===== src/hdl/prewitt_horizontal_edge_rgb_unit_defines.svh =====
// Assertion macros for the horizontal edge unit.
`ifndef PREWITT_HORIZONTAL_EDGE_RGB_UNIT_DEFINES_SVH
`define PREWITT_HORIZONTAL_EDGE_RGB_UNIT_DEFINES_SVH
`ifndef ASSERT_OFF
`define PHE_ASSERT_IMP(label, clk, rstn, ante, cons) \
    label: assert property (@(posedge clk) disable iff (!rstn) (ante) |-> (cons)) \
        else $error("phe: implication check failed");
`define PHE_ASSERT_NXT(label, clk, rstn, ante, cons) \
    label: assert property (@(posedge clk) disable iff (!rstn) (ante) |=> (cons)) \
        else $error("phe: next-cycle check failed");
`else
`define PHE_ASSERT_IMP(label, clk, rstn, ante, cons)
`define PHE_ASSERT_NXT(label, clk, rstn, ante, cons)
`endif
`endif


===== src/hdl/phe_pkg.sv =====
package phe_pkg;

    localparam int CH_W     = 8;
    localparam int PIX_W    = 3 * CH_W;
    localparam int CFG_W    = 12;
    localparam int ROW_W    = CFG_W + 1;
    localparam int SUM_W    = CH_W + 2;
    localparam int PROD_W   = 2 * SUM_W;

    localparam logic [CFG_W-1:0] WIDTH_RESET  = 12'd640;
    localparam logic [CFG_W-1:0] HEIGHT_RESET = 12'd480;

    // floor(a/3) == (a*683) >> 11 for a <= 765
    localparam logic [SUM_W-1:0] DIV3_MUL   = 10'd683;
    localparam int               DIV3_SHIFT = 11;
    localparam logic [CH_W-1:0]  CH_MAX     = 8'd255;

    typedef enum logic [1:0] {
        CFG_IMAGE_WIDTH  = 2'd0,
        CFG_IMAGE_HEIGHT = 2'd1
    } cfg_index_t;

    typedef struct packed {
        logic emit;
        logic interior;
        logic last;
        logic blank;
    } item_ctl_t;

endpackage


===== src/hdl/phe_grad.sv =====
module phe_grad (
    input  logic [2:0][phe_pkg::CH_W-1:0] right,
    input  logic [2:0][phe_pkg::CH_W-1:0] left,
    output logic [phe_pkg::CH_W-1:0]      mag
);

    logic [phe_pkg::SUM_W-1:0]  right_sum;
    logic [phe_pkg::SUM_W-1:0]  left_sum;
    logic [phe_pkg::SUM_W-1:0]  diff;
    logic [phe_pkg::PROD_W-1:0] prod;
    logic [phe_pkg::CH_W:0]     quot;

    always_comb begin
        right_sum = phe_pkg::SUM_W'(right[0]) + phe_pkg::SUM_W'(right[1])
                  + phe_pkg::SUM_W'(right[2]);
        left_sum  = phe_pkg::SUM_W'(left[0]) + phe_pkg::SUM_W'(left[1])
                  + phe_pkg::SUM_W'(left[2]);
        diff = (right_sum >= left_sum) ? (right_sum - left_sum) : (left_sum - right_sum);
        prod = diff * phe_pkg::DIV3_MUL;
        quot = (phe_pkg::CH_W + 1)'(prod >> phe_pkg::DIV3_SHIFT);
        mag  = quot[phe_pkg::CH_W] ? phe_pkg::CH_MAX : quot[phe_pkg::CH_W-1:0];
    end

endmodule


===== config.mk =====
export PLATFORM = sky130hd
export DESIGN_NAME = phe_grad
export DESIGN_NICKNAME = d
export VERILOG_FILES = /design/src/hdl/prewitt_horizontal_edge_rgb_unit_defines.svh /design/src/hdl/phe_pkg.sv /design/src/hdl/phe_grad.sv
export SDC_FILE = /design/constraint.sdc
export NUM_CORES = 1
export LEC_CHECK = 0
export BUFFER_PORTS_ARGS = -buffer_cell sky130_fd_sc_hd__clkbuf_2
export CAP_MARGIN = 20
export CORE_MARGIN = 4
export CORE_UTILIZATION = 61
export DETAILED_ROUTE_END_ITERATION = 10
export GPL_TIMING_DRIVEN = 0
export PLACE_DENSITY = 0.87
export SLEW_MARGIN = 20
export SYNTH_ARGS = -nofsm -noshare
export SYNTH_HDL_FRONTEND = slang
export SYNTH_SLANG_ARGS = --single-unit

===== constraint.sdc =====
create_clock -name vclk -period 13
set_clock_uncertainty 0.15 [all_clocks]
set_input_delay 1.3 -clock vclk [all_inputs]
set_output_delay 1.3 -clock vclk [all_outputs]
set_load 0.1 [all_outputs]

==> run summary <==
Sequential area share after synthesis = 0%
Largest net degree at the start of global routing = 11
WL/cell = 14.1 µm
Adder-Cell Fraction of Synth Area = 52.9%
CP Max Fanout = 10
DR vias/cell = 5.58
Kind of critical path = in -> out
Post-synthesis mux area share = 2.91%
Status = finished, final reports clean
Max-slew violation count = 0
Top cells by area, synth = ha_1 (30%), fa_1 (22%), inv_1 (9.1%), xnor2_1 (6.1%), a21oi_1 (4.4%)
CP required = 11.55 ns
Antenna diodes = 0
Most frequent cells in the layout = inv_1 (91), ha_1 (91), clkbuf_2 (56)
Gpl congestion = 0.915
I/O Buffers = 56
Yosys warnings = 0
Worst Path Arrival = 10.85 ns
Iter 0 DRT Violations = 106
Row cnt = 28
Register area = 0 µm²
Largest family of logic cells by synthesized area = adder cells
CP Launch Type = input port
Slew margin rel. = 47.0%
Mapped Nets = 614
Setup Viol. Count Final = 0
GRT Residual Overflow = 0
Worst Max-Slew Pin Slew = 0.790 ns
Slowest cell on crit path = fa_1
Fillcell total = 484
Initial Util = 63.2%
Nets = 672
Routed Antenna Nets = 0
Achievable frequency = 0.0813 GHz
Number of max-cap violations = 0
Area growth, synth to finish = 10.0%
Mapped Area = 0.00374 mm²
Seq Cell Count = 0
First-pass GRT wire length = 14000 µm
Final hold violation count = 0
Core area = 0.00592 mm²
Final worst path period share = 94.6%
Synthesized instance count = 433
Setup_tns = 0 ns
RSZ-0062 raised after global routing = false
Hold Crit Class = in -> out
Die width = 86.3 µm
Worst setup EP type = output port
Routed WL = 7930 µm
Post-synth top area share = 30.4%
Router iterations before antenna repair = 4
Synth Area in Simple Gates = 8.16%
CP startpoint = right[1]
Vias in the first global route = 3319
Post-CTS Hold Buffers = 0
Tmin final = 12.30 ns
Max incr delay on CP = 0.54 ns
Clk_buf instances = 0
Synth Area in XOR/XNOR = 8.40%
Syn avg cell area = 8.64 µm²
Die Ht = 86.3 µm
Netlist cell types = 49
Compound-cell area share of the yosys netlist = 17.7%
CTS resizes = 0
Worst setup path endpoint = mag[5]
Initial antenna violation count = 0
Share of layout cells above drive strength 1 = 14.1%
DP Wirelength = 7350 µm
GRT Util Overall = 22.5%
Ports = 56
Via Count = 3148
Remaining DRCs = 0
Post-CTS setup buffer count = 0
Post-synth top area cell = ha_1
Die area = 0.00745 mm²
cell usage after synthesis (2+ instances only):
| master | count |
|---|---|
| a31oi_1 | 4 |
| inv_1 | 91 |
| and2_1 | 3 |
| o21bai_1 | 13 |
| nor2_1 | 10 |
| nand4_1 | 3 |
| and3_1 | 3 |
| nand2b_1 | 2 |
| mux2i_1 | 6 |
| or2_2 | 2 |
| o21ai_0 | 9 |
| a21o_1 | 13 |
| nand2_1 | 15 |
| o21a_1 | 4 |
| fa_1 | 42 |
| mux2_2 | 3 |
| nand3_1 | 5 |
| o211ai_1 | 2 |
| a21oi_1 | 33 |
| nor2b_1 | 4 |
| o21ai_1 | 4 |
| o31ai_1 | 2 |
| xor2_1 | 8 |
| a221oi_1 | 2 |
| clkbuf_1 | 3 |
| a211oi_1 | 3 |
| nor3_1 | 6 |
| ha_1 | 91 |
| nor3b_1 | 2 |
| xnor2_1 | 26 |
logic make-up after synthesis:
family          count (synthesis)
buf+inv                        96
simple gates                   59
mux                            10
xor+xnor                       35
compound gates                100
fa+ha+maj                     133
routing by layer:
| layer | up-vias | GRT usage (%) | routed length (µm) |
|---|---|---|---|
| met2 | 93 | 43.4 | 4210 |
| met5 | - | 0 | 0 |
| met1 | 1466 | 27.9 | 3260 |
| li1 | 1575 | - | - |
| met3 | 14 | 0.475 | 308 |
| met4 | 0 | 4.25 | 146 |
worst max-delay path, delay by kind of cell:
kind                     cells  cell delay [ns]
buffers and inverters        7             0.91
multiplexers                 1             0.32
XOR/XNOR                     3             0.57
AO/OA/AOI/OAI               10             2.26
AND/OR/NAND/NOR              7             1.37
adder cells (fa/ha/maj)     10             4.10
final cells by class:
cell class         count  area [µm²]  share of cell area (%)
plain buffers          5        27.5                   0.669
multi-input cells    337        3370                    81.9
repair buffers        56         280                    6.81
inverters             91         342                    8.30
well taps             75        93.8                    2.28
how the worst min path moves through the flow:
stage | start | to | slack, ns | depth (start not counted)
final | left[8] | mag[1] | 3.85 | 10
after global routing | left[16] | mag[1] | 4.00 | 10
after CTS | left[16] | mag[1] | 3.87 | 10
after detailed placement | left[16] | mag[1] | 3.87 | 10
after global placement | left[16] | mag[1] | 3.85 | 10
after floorplan | left[16] | mag[1] | 3.71 | 8
per-stage QoR:
step / hold slack (ns) / setup slack, ns / cells / util [%] / cell area, µm²
global placement: 3.85 / 1.02 / 564 / 69.5 / 4110
finish: 3.85 / 0.701 / 564 / 69.5 / 4110
floorplan: 3.71 / 0.619 / 433 / - / 3740
detailed placement: 3.87 / 0.761 / 564 / 69.5 / 4110
global route: 4.00 / 0.141 / 564 / 69.5 / 4110
CTS: 3.87 / 0.743 / 564 / 69.5 / 4110
Power is not shown: default switching activity piles up to over one toggle a cycle in this logic, so the estimate is an artifact.
