## src/hdl/prewitt_horizontal_edge_rgb_unit_defines.svh

```systemverilog
// Assertion macros for the horizontal edge unit.
`ifndef PREWITT_HORIZONTAL_EDGE_RGB_UNIT_DEFINES_SVH
`define PREWITT_HORIZONTAL_EDGE_RGB_UNIT_DEFINES_SVH
`ifndef ASSERT_OFF
`define PHE_ASSERT_IMP(label, clk, rstn, ante, cons) \
    label: assert property (@(posedge clk) disable iff (!rstn) (ante) |-> (cons)) \
        else $error("phe: implication check failed");
`define PHE_ASSERT_NXT(label, clk, rstn, ante, cons) \
    label: assert property (@(posedge clk) disable iff (!rstn) (ante) |=> (cons)) \
        else $error("phe: next-cycle check failed");
`else
`define PHE_ASSERT_IMP(label, clk, rstn, ante, cons)
`define PHE_ASSERT_NXT(label, clk, rstn, ante, cons)
`endif
`endif

```

## src/hdl/phe_pkg.sv

```systemverilog
package phe_pkg;

    localparam int CH_W     = 8;
    localparam int PIX_W    = 3 * CH_W;
    localparam int CFG_W    = 12;
    localparam int ROW_W    = CFG_W + 1;
    localparam int SUM_W    = CH_W + 2;
    localparam int PROD_W   = 2 * SUM_W;

    localparam logic [CFG_W-1:0] WIDTH_RESET  = 12'd640;
    localparam logic [CFG_W-1:0] HEIGHT_RESET = 12'd480;

    // floor(a/3) == (a*683) >> 11 for a <= 765
    localparam logic [SUM_W-1:0] DIV3_MUL   = 10'd683;
    localparam int               DIV3_SHIFT = 11;
    localparam logic [CH_W-1:0]  CH_MAX     = 8'd255;

    typedef enum logic [1:0] {
        CFG_IMAGE_WIDTH  = 2'd0,
        CFG_IMAGE_HEIGHT = 2'd1
    } cfg_index_t;

    typedef struct packed {
        logic emit;
        logic interior;
        logic last;
        logic blank;
    } item_ctl_t;

endpackage

```

## src/hdl/phe_ctrl.sv

```systemverilog
module phe_ctrl #(
    parameter int MAX_LINE_PIXELS = 2048
) (
    input  logic                               aclk,
    input  logic                               aresetn,
    input  logic                               cfg_we,
    input  logic [1:0]                         cfg_index,
    input  logic [phe_pkg::CFG_W-1:0]          cfg_data,
    input  logic                               step,
    input  logic                               pad,
    output logic [$clog2(MAX_LINE_PIXELS)-1:0] pos_x,
    output phe_pkg::item_ctl_t                 ctl
);

    localparam int XW = $clog2(MAX_LINE_PIXELS);
    localparam int WW = XW + 1;
    localparam int YW = phe_pkg::ROW_W;

    logic [phe_pkg::CFG_W-1:0] width_reg, width_next;
    logic [phe_pkg::CFG_W-1:0] height_reg, height_next;
    logic [XW-1:0]             x_reg, x_next;
    logic [YW-1:0]             y_reg, y_next;
    logic [WW-1:0]             width_eff;
    logic [YW-1:0]             height_eff;
    logic                      x_last;

    always_comb begin
        if (width_reg == '0) begin
            width_eff = WW'(1);
        end else if (int'(width_reg) > MAX_LINE_PIXELS) begin
            width_eff = WW'(MAX_LINE_PIXELS);
        end else begin
            width_eff = WW'(width_reg);
        end
        height_eff = (height_reg == '0) ? YW'(1) : YW'(height_reg);
        x_last     = ((WW'(x_reg) + WW'(1)) == width_eff);

        ctl.emit     = (y_reg >= YW'(2)) || ((y_reg == YW'(1)) && (x_reg != '0));
        ctl.interior = (x_reg >= XW'(2)) && (y_reg >= YW'(2)) && (y_reg < height_eff);
        ctl.last     = (x_reg == '0) && (y_reg == (height_eff + YW'(1)));
        ctl.blank    = pad || (y_reg >= height_eff);
    end

    always_comb begin
        width_next  = width_reg;
        height_next = height_reg;
        x_next      = x_reg;
        y_next      = y_reg;
        if (cfg_we) begin
            case (cfg_index)
                phe_pkg::CFG_IMAGE_WIDTH: begin
                    width_next = cfg_data;
                    x_next     = '0;
                    y_next     = '0;
                end
                phe_pkg::CFG_IMAGE_HEIGHT: begin
                    height_next = cfg_data;
                    x_next      = '0;
                    y_next      = '0;
                end
                default: begin
                end
            endcase
        end else if (step) begin
            if (ctl.last) begin
                x_next = '0;
                y_next = '0;
            end else if (x_last) begin
                x_next = '0;
                y_next = y_reg + YW'(1);
            end else begin
                x_next = x_reg + XW'(1);
            end
        end
    end

    always_ff @(posedge aclk) begin
        if (!aresetn) begin
            width_reg  <= phe_pkg::WIDTH_RESET;
            height_reg <= phe_pkg::HEIGHT_RESET;
            x_reg      <= '0;
            y_reg      <= '0;
        end else begin
            width_reg  <= width_next;
            height_reg <= height_next;
            x_reg      <= x_next;
            y_reg      <= y_next;
        end
    end

    assign pos_x = x_reg;

endmodule

```

## config.mk

```make
export PLATFORM = sky130hd
export DESIGN_NAME = phe_ctrl
export DESIGN_NICKNAME = d
export VERILOG_FILES = /design/src/hdl/prewitt_horizontal_edge_rgb_unit_defines.svh /design/src/hdl/phe_pkg.sv /design/src/hdl/phe_ctrl.sv
export SDC_FILE = /design/constraint.sdc
export NUM_CORES = 1
export LEC_CHECK = 0
export ABC_AREA = 1
export BUFFER_PORTS_ARGS = -buffer_cell sky130_fd_sc_hd__buf_4
export CAP_MARGIN = 25
export CELL_PAD_IN_SITES_DETAIL_PLACEMENT = 2
export CELL_PAD_IN_SITES_GLOBAL_PLACEMENT = 2
export CORE_ASPECT_RATIO = 2
export CORE_MARGIN = 2
export CORE_UTILIZATION = 35
export CTS_BUF_LIST = sky130_fd_sc_hd__clkbuf_16
export DETAILED_ROUTE_END_ITERATION = 10
export GPL_ROUTABILITY_DRIVEN = 0
export PLACE_DENSITY_LB_ADDON = 0.1
export SYNTH_ARGS = -nofsm -noshare
export SYNTH_HDL_FRONTEND = slang
export SYNTH_SLANG_ARGS = --single-unit
```

## constraint.sdc

```tcl
create_clock -name aclk -period 3.9 [get_ports aclk]
set_input_delay 0.39 -clock aclk [delete_from_list [all_inputs] [get_ports aclk]]
set_output_delay 0.39 -clock aclk [all_outputs]
set_load 0.03 [all_outputs]
```

==> reports/metrics.cfg, run 1 <==
[floorplanning]
coreArea_um2 = 10500
start_util = 0.358
row_count = 53
fp.dieW_um = 77.3
die-height_um = 151
die_area_um2 = 11600
ios = 34

[global_routing]
grt_usage = 0.283
antenna_found_initial = 0
grt-ovfl-total = 0
grt_first_pass_wirelength_mm = 25.2
grt_max_degree = 32
grt_pass1_vias = 4889

[clocking]
post_cts_resized = 0
tritoncts = built
post_cts_buffers = 0
clock-root-buffer = clkbuf_16
clock-sinks = 48
clk_latency_ns = 0.30
postCtsHoldBufs = 0
clk_pin_slew_ns = 0.07
numCtsBuffers = 5
htree_levels = 2
clockBufferDepth = 2

[sta]
fin_crit_ns = 3.35
min_period_over_period = 0.858
max-slew-margin-rel = 0.498
rsz0062_at_grt = false
worstMarginPinSlew_ns = 0.748
slew_violations = 0
final_hold_viol_count = 0
setup_viol = 0
fin_skew_ns = 0.00877
setup_tns_ns = 0
clock.fmax_ghz = 0.299

[synth]
avgSynthCellArea_um2 = 6.08
synthesis.nets = 656
ys_ff_latch = 48
synth_edf_count = 0
ys.warnings.count = 0
ys_async_sr_fraction = 0
synth_flop_cell = dfxtp_1
postSynthCellCount = 618
ys_types = 33
yosysSeqAreaShare = 0.256
syn_area_um2 = 3760

[drt]
wl_mm = 15.8
drt-vias-per-instance = 5.49
top_layer = met4
dr_wl_met2_mm = 9.16
wl_met1_mm = 5.55
wl_met3_um = 211
drc = 0
wl_per_cell_um = 20.2
antenna_left = 0
vias = 4306
first_pass_iters = 4
drt_iter0_drc = 107

[layout]
multiInputGateArea_um2 = 2390
layout-drive-gt1-share = 0.0972
nets = 685
area_growth_pct = 13.6
nFillCells = 1405
largest_reg_flops = 13
insertedDiodeCount = 0
fin_cells = 785
seq_area_um2 = 961

[min_path]
hp-class = input pin to register
whs_endpoint = width_reg[4]$_SDFFE_PN0P_
hold_path.startpoint = cfg_data[4]
hold_path_depth = 3

[power_and_ir_drop]
p_per_area_nw_per_um2 = 280
p_sw_frac = 0.318
seqPwrFrac = 0.446
vdd_ir_drop_max_mv = 0.150
p_clk_frac = 0.362
cell_internal_pwr_uw = 815
p_leak_uw = 0.00208
switchingPower_uw = 380
p_comb_frac = 0.192

[critical_path]
r2r_cells = 16
critPathLaunchType = register
slowest_stage = a211oi_1
timing.rr.end = y_reg[0]$_SDFFE_PN0P_
critical-path-max-stage-delay_ns = 0.46
crit_path_end_kind = primary output
r2r_start = height_reg[9]$_SDFFE_PN0P_
crit_fanout = 4
crit_buf_inv = 2
cp.required_ns = 3.51
path_cells = inv_1 -> nand4_1 -> o41ai_1 -> ha_1 -> o21ai_0 -> a21oi_1 -> o21bai_1 -> nand3b_1 -> nand2_1 -> a211oi_1 -> buf_4
crit_family = compound AO/OA/AOI/OAI gates
criticalPathCategory = register to primary output
rrSetupSlack_ns = 0.58
arrival_ns = 2.96

[outcome]
status = finished, final reports clean

[job]
max_cap_violations = 0

[placement]
port_buffers = 33
dp_hpwl_mm = 12.8
dp_cells = 777

Yosys cell counts (5+ instances only):
cell      instances  area (um2)
a21oi_2           5        43.8
o21ai_0          21         105
nand2_1         172         646
nand3_1          55         275
o211ai_1          5        37.5
dfxtp_1          48         961
clkbuf_1          8        30.0
inv_1            83         312
nor3_1           11        55.1
a21oi_1          33         165
nand4_1          31         194
nor2_1           70         263
nor4_1            5        31.3
or2_2             5        31.3
buf_2             5        25.0
xor2_1           14         123
ha_1             19         238
cell families (layout without fill, tap and decap cells):
logic type / Yosys count / in the layout / share of synthesized area
fa+ha+maj: 19 / 19 / 0.0633
simple gates: 365 / 365 / 0.433
compound gates: 69 / 69 / 0.104
flops: 48 / 48 / 0.256
xor+xnor: 16 / 16 / 0.0373
buf+inv: 101 / 131 / 0.107
area by class of cell:
| class | count | area share |
|---|---|---|
| clock buffers | 5 | 0.0293 |
| well taps | 137 | 0.0402 |
| multi-input cells | 469 | 0.561 |
| flip-flops and latches | 48 | 0.225 |
| repair buffers | 38 | 0.0668 |
| inverters | 85 | 0.0748 |
| clock inverters | 3 | 0.00264 |
worst max-delay path by stage:
stage / startpoint / endpoint / slack (ns) / cells past startpoint
2_1_floorplan: height_reg[2]$_SDFFE_PN0P_ / y_reg[12]$_SDFFE_PN0P_ / 1.14 / 20
3_3_place_gp: height_reg[9]$_SDFFE_PN0P_ / y_reg[7]$_SDFFE_PN0P_ / 0.88 / 17
3_5_place_dp: height_reg[9]$_SDFFE_PN0P_ / y_reg[0]$_SDFFE_PN0P_ / 0.65 / 16
4_1_cts: height_reg[9]$_SDFFE_PN0P_ / y_reg[0]$_SDFFE_PN0P_ / 0.57 / 16
5_1_grt: height_reg[11]$_SDFFE_PN0P_ / y_reg[0]$_SDFFE_PN0P_ / 0.27 / 16
6_report: height_reg[9]$_SDFFE_PN0P_ / ctl[2] / 0.55 / 11
cell usage in the layout (no fill, tap or decap), drive strengths merged:
cell	n
nand2	175
nor4	5
xor2	14
clkinv	2
xnor2	2
o211ai	5
dfxtp	48
a21oi	38
o21ai	21
a211oi	1
or2	7
o41ai	1
nand3	55
nand3b	4
clkbuf	5
o21bai	2
a2111oi	1
nor2	76
nand4	31
buf	38
inv	86
nor3	11
or3	1
ha	19
per-layer routing:
| metal | GRT usage | up-vias |
|---|---|---|
| li1 | - | 2064 |
| met1 | 0.264 | 2116 |
| met2 | 0.579 | 75 |
| met3 | 0.0234 | 51 |
| met4 | 0.163 | 0 |
| met5 | 0 | - |
power by group through the flow:
stage / clock network, uW / registers [uW] / logic, uW
2_1_floorplan: 0 / 535 / 148
5_1_grt: 464 / 536 / 259
3_3_place_gp: 0 / 544 / 216
6_report: 432 / 533 / 229
4_1_cts: 442 / 533 / 231
3_5_place_dp: 0 / 545 / 228
through the flow:
step,total power (uW),util,cell area [um2],setup WS (ns),hold slack [ns]
finish,1190,0.407,4270,0.553,0.328
global route,1260,0.407,4270,0.266,0.350
CTS,1210,0.407,4270,0.570,0.329
detailed placement,773,0.394,4130,0.648,0.500
global placement,759,0.394,4130,0.882,0.482
floorplan,684,-,3760,1.14,0.457
worst register-to-register path, stage by stage, from the launching register on:
cell     delay, ns
dfxtp_1       0.35
inv_1         0.15
nand4_1       0.15
o41ai_1       0.44
ha_1          0.31
nand4_1       0.18
nor2_1        0.23
nand3_1       0.10
nand3_1       0.10
nor2_1        0.05
nand3_1       0.09
nor2_2        0.07
nor2_4        0.35
nand2_2       0.12
nand2_4       0.19
nand2_1       0.11
a21oi_1       0.21
Note: power is estimated with default switching activity, not from simulation.
==> inputs of run 2 (changes only) <==
Settings changed: CORE_ASPECT_RATIO 2 to 0.9.
==> run 2 against run 1 <==
Against the previous run: the run now ends with design-rule violations left; total power rose by 5.5%; setup slack got worse by 0.090 ns; cell area fell by 0.15%; highest routed layer unchanged.
==> reports/metrics.cfg, run 2 (same netlist as run 1, synthesis figures left out) <==
[layout]
final_cell_mix = nand2_1, inv_1, nor2_1
insertedDiodeCount = 0
nets = 682
final_common_cell = nand2_1
nFillCells = 1316
area_growth_pct = 13.5
layout-drive-gt1-share = 0.0946
largest_reg_flops = 13

[sta]
fin_crit_ns = 3.44
fin_ws_ns = 0.464
setup_viol = 0
max-slew-margin-rel = 0.524
slew_violations = 0
worstMarginPinSlew_ns = 0.708
final_hold_viol_count = 0
fin_skew_ns = 0.0100
rsz0062_at_grt = false
min_period_over_period = 0.881
setup_tns_ns = 0
clock.fmax_ghz = 0.291

[outcome]
failed_checks = design-rule violations
status = finished, violations left

[floorplanning]
die-height_um = 102
coreArea_um2 = 10300
fp.dieW_um = 113
row_count = 35
ios = 34
start_util = 0.363
die_area_um2 = 11600

[critical_path]
arrival_ns = 3.05
path_cells = inv_1 -> nand4_1 -> o41ai_1 -> ha_1 -> nand3_1 -> inv_1 -> nand2_1 -> nand2_1 -> nand2_1 -> nor2_1 -> nand2_1 -> inv_1 -> nand4_1 -> nor2_2 -> buf_4
critPathLaunchType = register
criticalPathCategory = register to primary output
critical-path-max-stage-delay_ns = 0.56
cp.required_ns = 3.51
slowest_stage = o41ai_1
crit_fanout = 5
crit_path_end_kind = primary output
cp_common_cell = nand2_1

[placement]
port_buffers = 33
place_ws_ns = 0.628
dp_hpwl_mm = 11.6

[drt]
drc = 3
drt_iter0_drc = 193
antenna_left = 0
wl_mm = 14.3
first_pass_iters = 7
drt-vias-per-instance = 5.38
vias = 4163
wl_per_cell_um = 18.5

[clocking]
clk_latency_ns = 0.30
clock-sinks = 48
tritoncts = built
clockBufferDepth = 2
clk_pin_slew_ns = 0.06
postCtsHoldBufs = 0
post_cts_resized = 0
clock-root-buffer = clkbuf_16
post_cts_buffers = 0
htree_levels = 2
numCtsBuffers = 5

[global_routing]
grt_max_degree = 32
grt_pass1_vias = 4375
grt_first_pass_wirelength_mm = 23.0
antenna_found_initial = 0
grt_usage = 0.256
grt-ovfl-total = 0

[power_and_ir_drop]
p_leak_uw = 0.00207
p_per_area_nw_per_um2 = 296
vdd_ir_drop_max_mv = 0.162

[min_path]
hp-class = input pin to register

[job]
max_cap_violations = 0

run 2: cell types whose count changed in the layout (fill, tap and decap cells not counted), sizes merged:
cell    change
buf         -3
bufinv      +1
clkinv      +1
inv         -2
run 2: path summary, 6_finish.rpt:
check,slack (ns),from,cells after the start,to
worst max-delay path,0.46,height_reg[10]$_SDFFE_PN0P_,15,ctl[1]
worst min-delay path,0.34,cfg_data[0],3,width_reg[0]$_SDFFE_PN0P_
worst max register to register,0.59,height_reg[10]$_SDFFE_PN0P_,18,y_reg[3]$_SDFFE_PN0P_
worst min register to register,0.50,width_reg[1]$_SDFFE_PN0P_,2,width_reg[1]$_SDFFE_PN0P_
run 2: stage by stage:
step,std cells,area (um2),total power (uW),hold slack (ns),utilization
6_report,774,4260,1260,0.335,0.412
5_1_grt,774,4260,1310,0.359,0.412
4_1_cts,774,4260,1270,0.336,0.412
3_5_place_dp,766,4100,769,0.490,0.397
3_3_place_gp,766,4100,758,0.491,0.397
2_1_floorplan,618,3760,684,0.457,-
run 2: critical path, delay by kind of cell, from the launching register on:
family | cells | cell delay (ns)
fa+ha+maj | 1 | 0.33
simple gates | 9 | 0.96
compound gates | 1 | 0.56
flops | 1 | 0.34
buf+inv | 4 | 0.56
run 2: area by class of cell:
class	count	area, um2	share of cell area
clock inverter	3	37.5	0.00881
timing repair buffer	35	263	0.0617
sequential	48	961	0.225
tap	129	161	0.0379
inverter	85	319	0.0749
clock buffer	5	125	0.0294
multi-input combinational	469	2390	0.562
run 2: per-layer routing:
| metal | vias to the layer above | routed length, um | global-route usage |
|---|---|---|---|
| li1 | 2053 | - | - |
| met1 | 2062 | 7390 | 0.363 |
| met2 | 40 | 6520 | 0.421 |
| met3 | 8 | 260 | 0.0285 |
| met4 | 0 | 140 | 0.0553 |
| met5 | - | 0 | 0 |
run 2: power breakdown:
part	internal [uW]	leakage [uW]	switching (uW)	total, uW
Combinational	74.4	0.00160	152	227
Clock	299	0.0000789	202	501
Sequential	508	0.000391	25.1	533
==> inputs of run 3 (changes only) <==
Settings changed: MAX_ROUTING_LAYER from default to met4.
==> run 3 against run 2 <==
Against the previous run: the flow still finishes with violations (design-rule violations); clock skew about the same; cell area unchanged; sequential share of layout area unchanged; critical path type unchanged.
==> reports/metrics.cfg, run 3 (same netlist as run 1, synthesis figures left out) <==
[outcome]
status = finished, violations left
failed_checks = design-rule violations

[drt]
drt_iter0_drc = 192
vias = 4183
drc = 3
wl_per_cell_um = 18.5
antenna_left = 0
wl_mm = 14.3
first_pass_iters = 7
drt-vias-per-instance = 5.40

[power_and_ir_drop]
seqPwrFrac = 0.423
p_leak_uw = 0.00207
p_clk_frac = 0.397
vdd_ir_drop_max_mv = 0.163
p_per_area_nw_per_um2 = 296
p_sw_frac = 0.301
switchingPower_uw = 379
cell_internal_pwr_uw = 881
p_comb_frac = 0.180

[sta]
clock.fmax_ghz = 0.292
fin_skew_ns = 0.0104
fin_crit_ns = 3.43
rsz0062_at_grt = false
min_period_over_period = 0.879
worstMarginPinSlew_ns = 0.712
setup_tns_ns = 0
max-slew-margin-rel = 0.522
setup_viol = 0
final_hold_viol_count = 0
slew_violations = 0

[clocking]
clockBufferDepth = 2
post_cts_buffers = 0
numCtsBuffers = 5
clock-sinks = 48
postCtsHoldBufs = 0
htree_levels = 2
clk_latency_ns = 0.30
tritoncts = built
clock-root-buffer = clkbuf_16
post_cts_resized = 0
clk_pin_slew_ns = 0.06

[layout]
final_cell_mix = nand2_1, inv_1, nor2_1
fin_cells = 774
insertedDiodeCount = 0
largest_reg_flops = 13
nets = 682
final_common_cell = nand2_1
area_growth_pct = 13.5
seq_area_um2 = 961
multiInputGateArea_um2 = 2390
final_util = 0.412
nFillCells = 1316
layout-drive-gt1-share = 0.0946

[placement]
dp_cells = 766
port_buffers = 33
dp_hpwl_mm = 11.6

[critical_path]
criticalPathCategory = register to primary output
arrival_ns = 3.04
crit_path_end_kind = primary output
critPathLaunchType = register
crit_fanout = 5
cp.required_ns = 3.51

[floorplanning]
die_area_um2 = 11600
fp.dieW_um = 113
start_util = 0.363
die-height_um = 102
ios = 34
row_count = 35
coreArea_um2 = 10300

[global_routing]
antenna_found_initial = 0
grt_usage = 0.263
grt-ovfl-total = 0
grt_max_degree = 32
grt_first_pass_wirelength_mm = 23.0
grt_pass1_vias = 4382

[job]
max_cap_violations = 0

[min_path]
hp-class = input pin to register

## run 3: cell counts in the layout (fill, tap and decap cells not counted)
No cell type changed its count.
## run 3: per-layer routing
metal	track usage	up-vias	part of all wire
met2	0.423	60	0.46
met1	0.361	2064	0.50
met4	0.0553	0	0.0081
met3	0.0279	7	0.031
li1	-	2052	-
met5	-	-	0
## run 3: through the flow
step	setup WS [ns]	hold WS (ns)	total power (uW)	area, um2
after floorplan	1.14	0.457	684	3760
after global placement	0.856	0.491	758	4100
after detailed placement	0.628	0.490	769	4100
after CTS	0.504	0.336	1270	4260
after global routing	0.247	0.359	1310	4260
final	0.471	0.337	1260	4260
## run 3: final timing paths
path,slack [ns],depth (start not counted),end,startpoint
max reg2reg,0.60,18,y_reg[3]$_SDFFE_PN0P_,height_reg[9]$_SDFFE_PN0P_
min reg2reg,0.49,2,width_reg[1]$_SDFFE_PN0P_,width_reg[1]$_SDFFE_PN0P_
min,0.34,3,width_reg[0]$_SDFFE_PN0P_,cfg_data[0]
max,0.47,15,ctl[1],height_reg[9]$_SDFFE_PN0P_
## run 3: power by group through the flow
stage                     Combinational [uW]  Clock, uW  Sequential [uW]
after global placement                   215          0              542
after floorplan                          148          0              535
after global routing                     254        524              536
final                                    227        501              533
after CTS                                228        508              532
after detailed placement                 225          0              544
## run 3: final cells by class
class | instances | area share
sequential | 48 | 0.225
inverter | 85 | 0.0749
clock inverter | 3 | 0.00881
timing repair buffer | 35 | 0.0617
clock buffer | 5 | 0.0294
multi-input combinational | 469 | 0.562
tap | 129 | 0.0379
## run 3: worst max-delay path, cell delays in order, from the launching register on
cell and delay, ns:
dfxtp_1 0.34, inv_1 0.16, nand4_1 0.13, o41ai_1 0.56, ha_1 0.33, nand3_1 0.15
inv_1 0.15, nand2_1 0.07, nand2_1 0.06, nand2_1 0.09, nor2_1 0.12, nand2_1 0.08
inv_1 0.06, nand4_1 0.09, nor2_2 0.17, buf_4 0.20
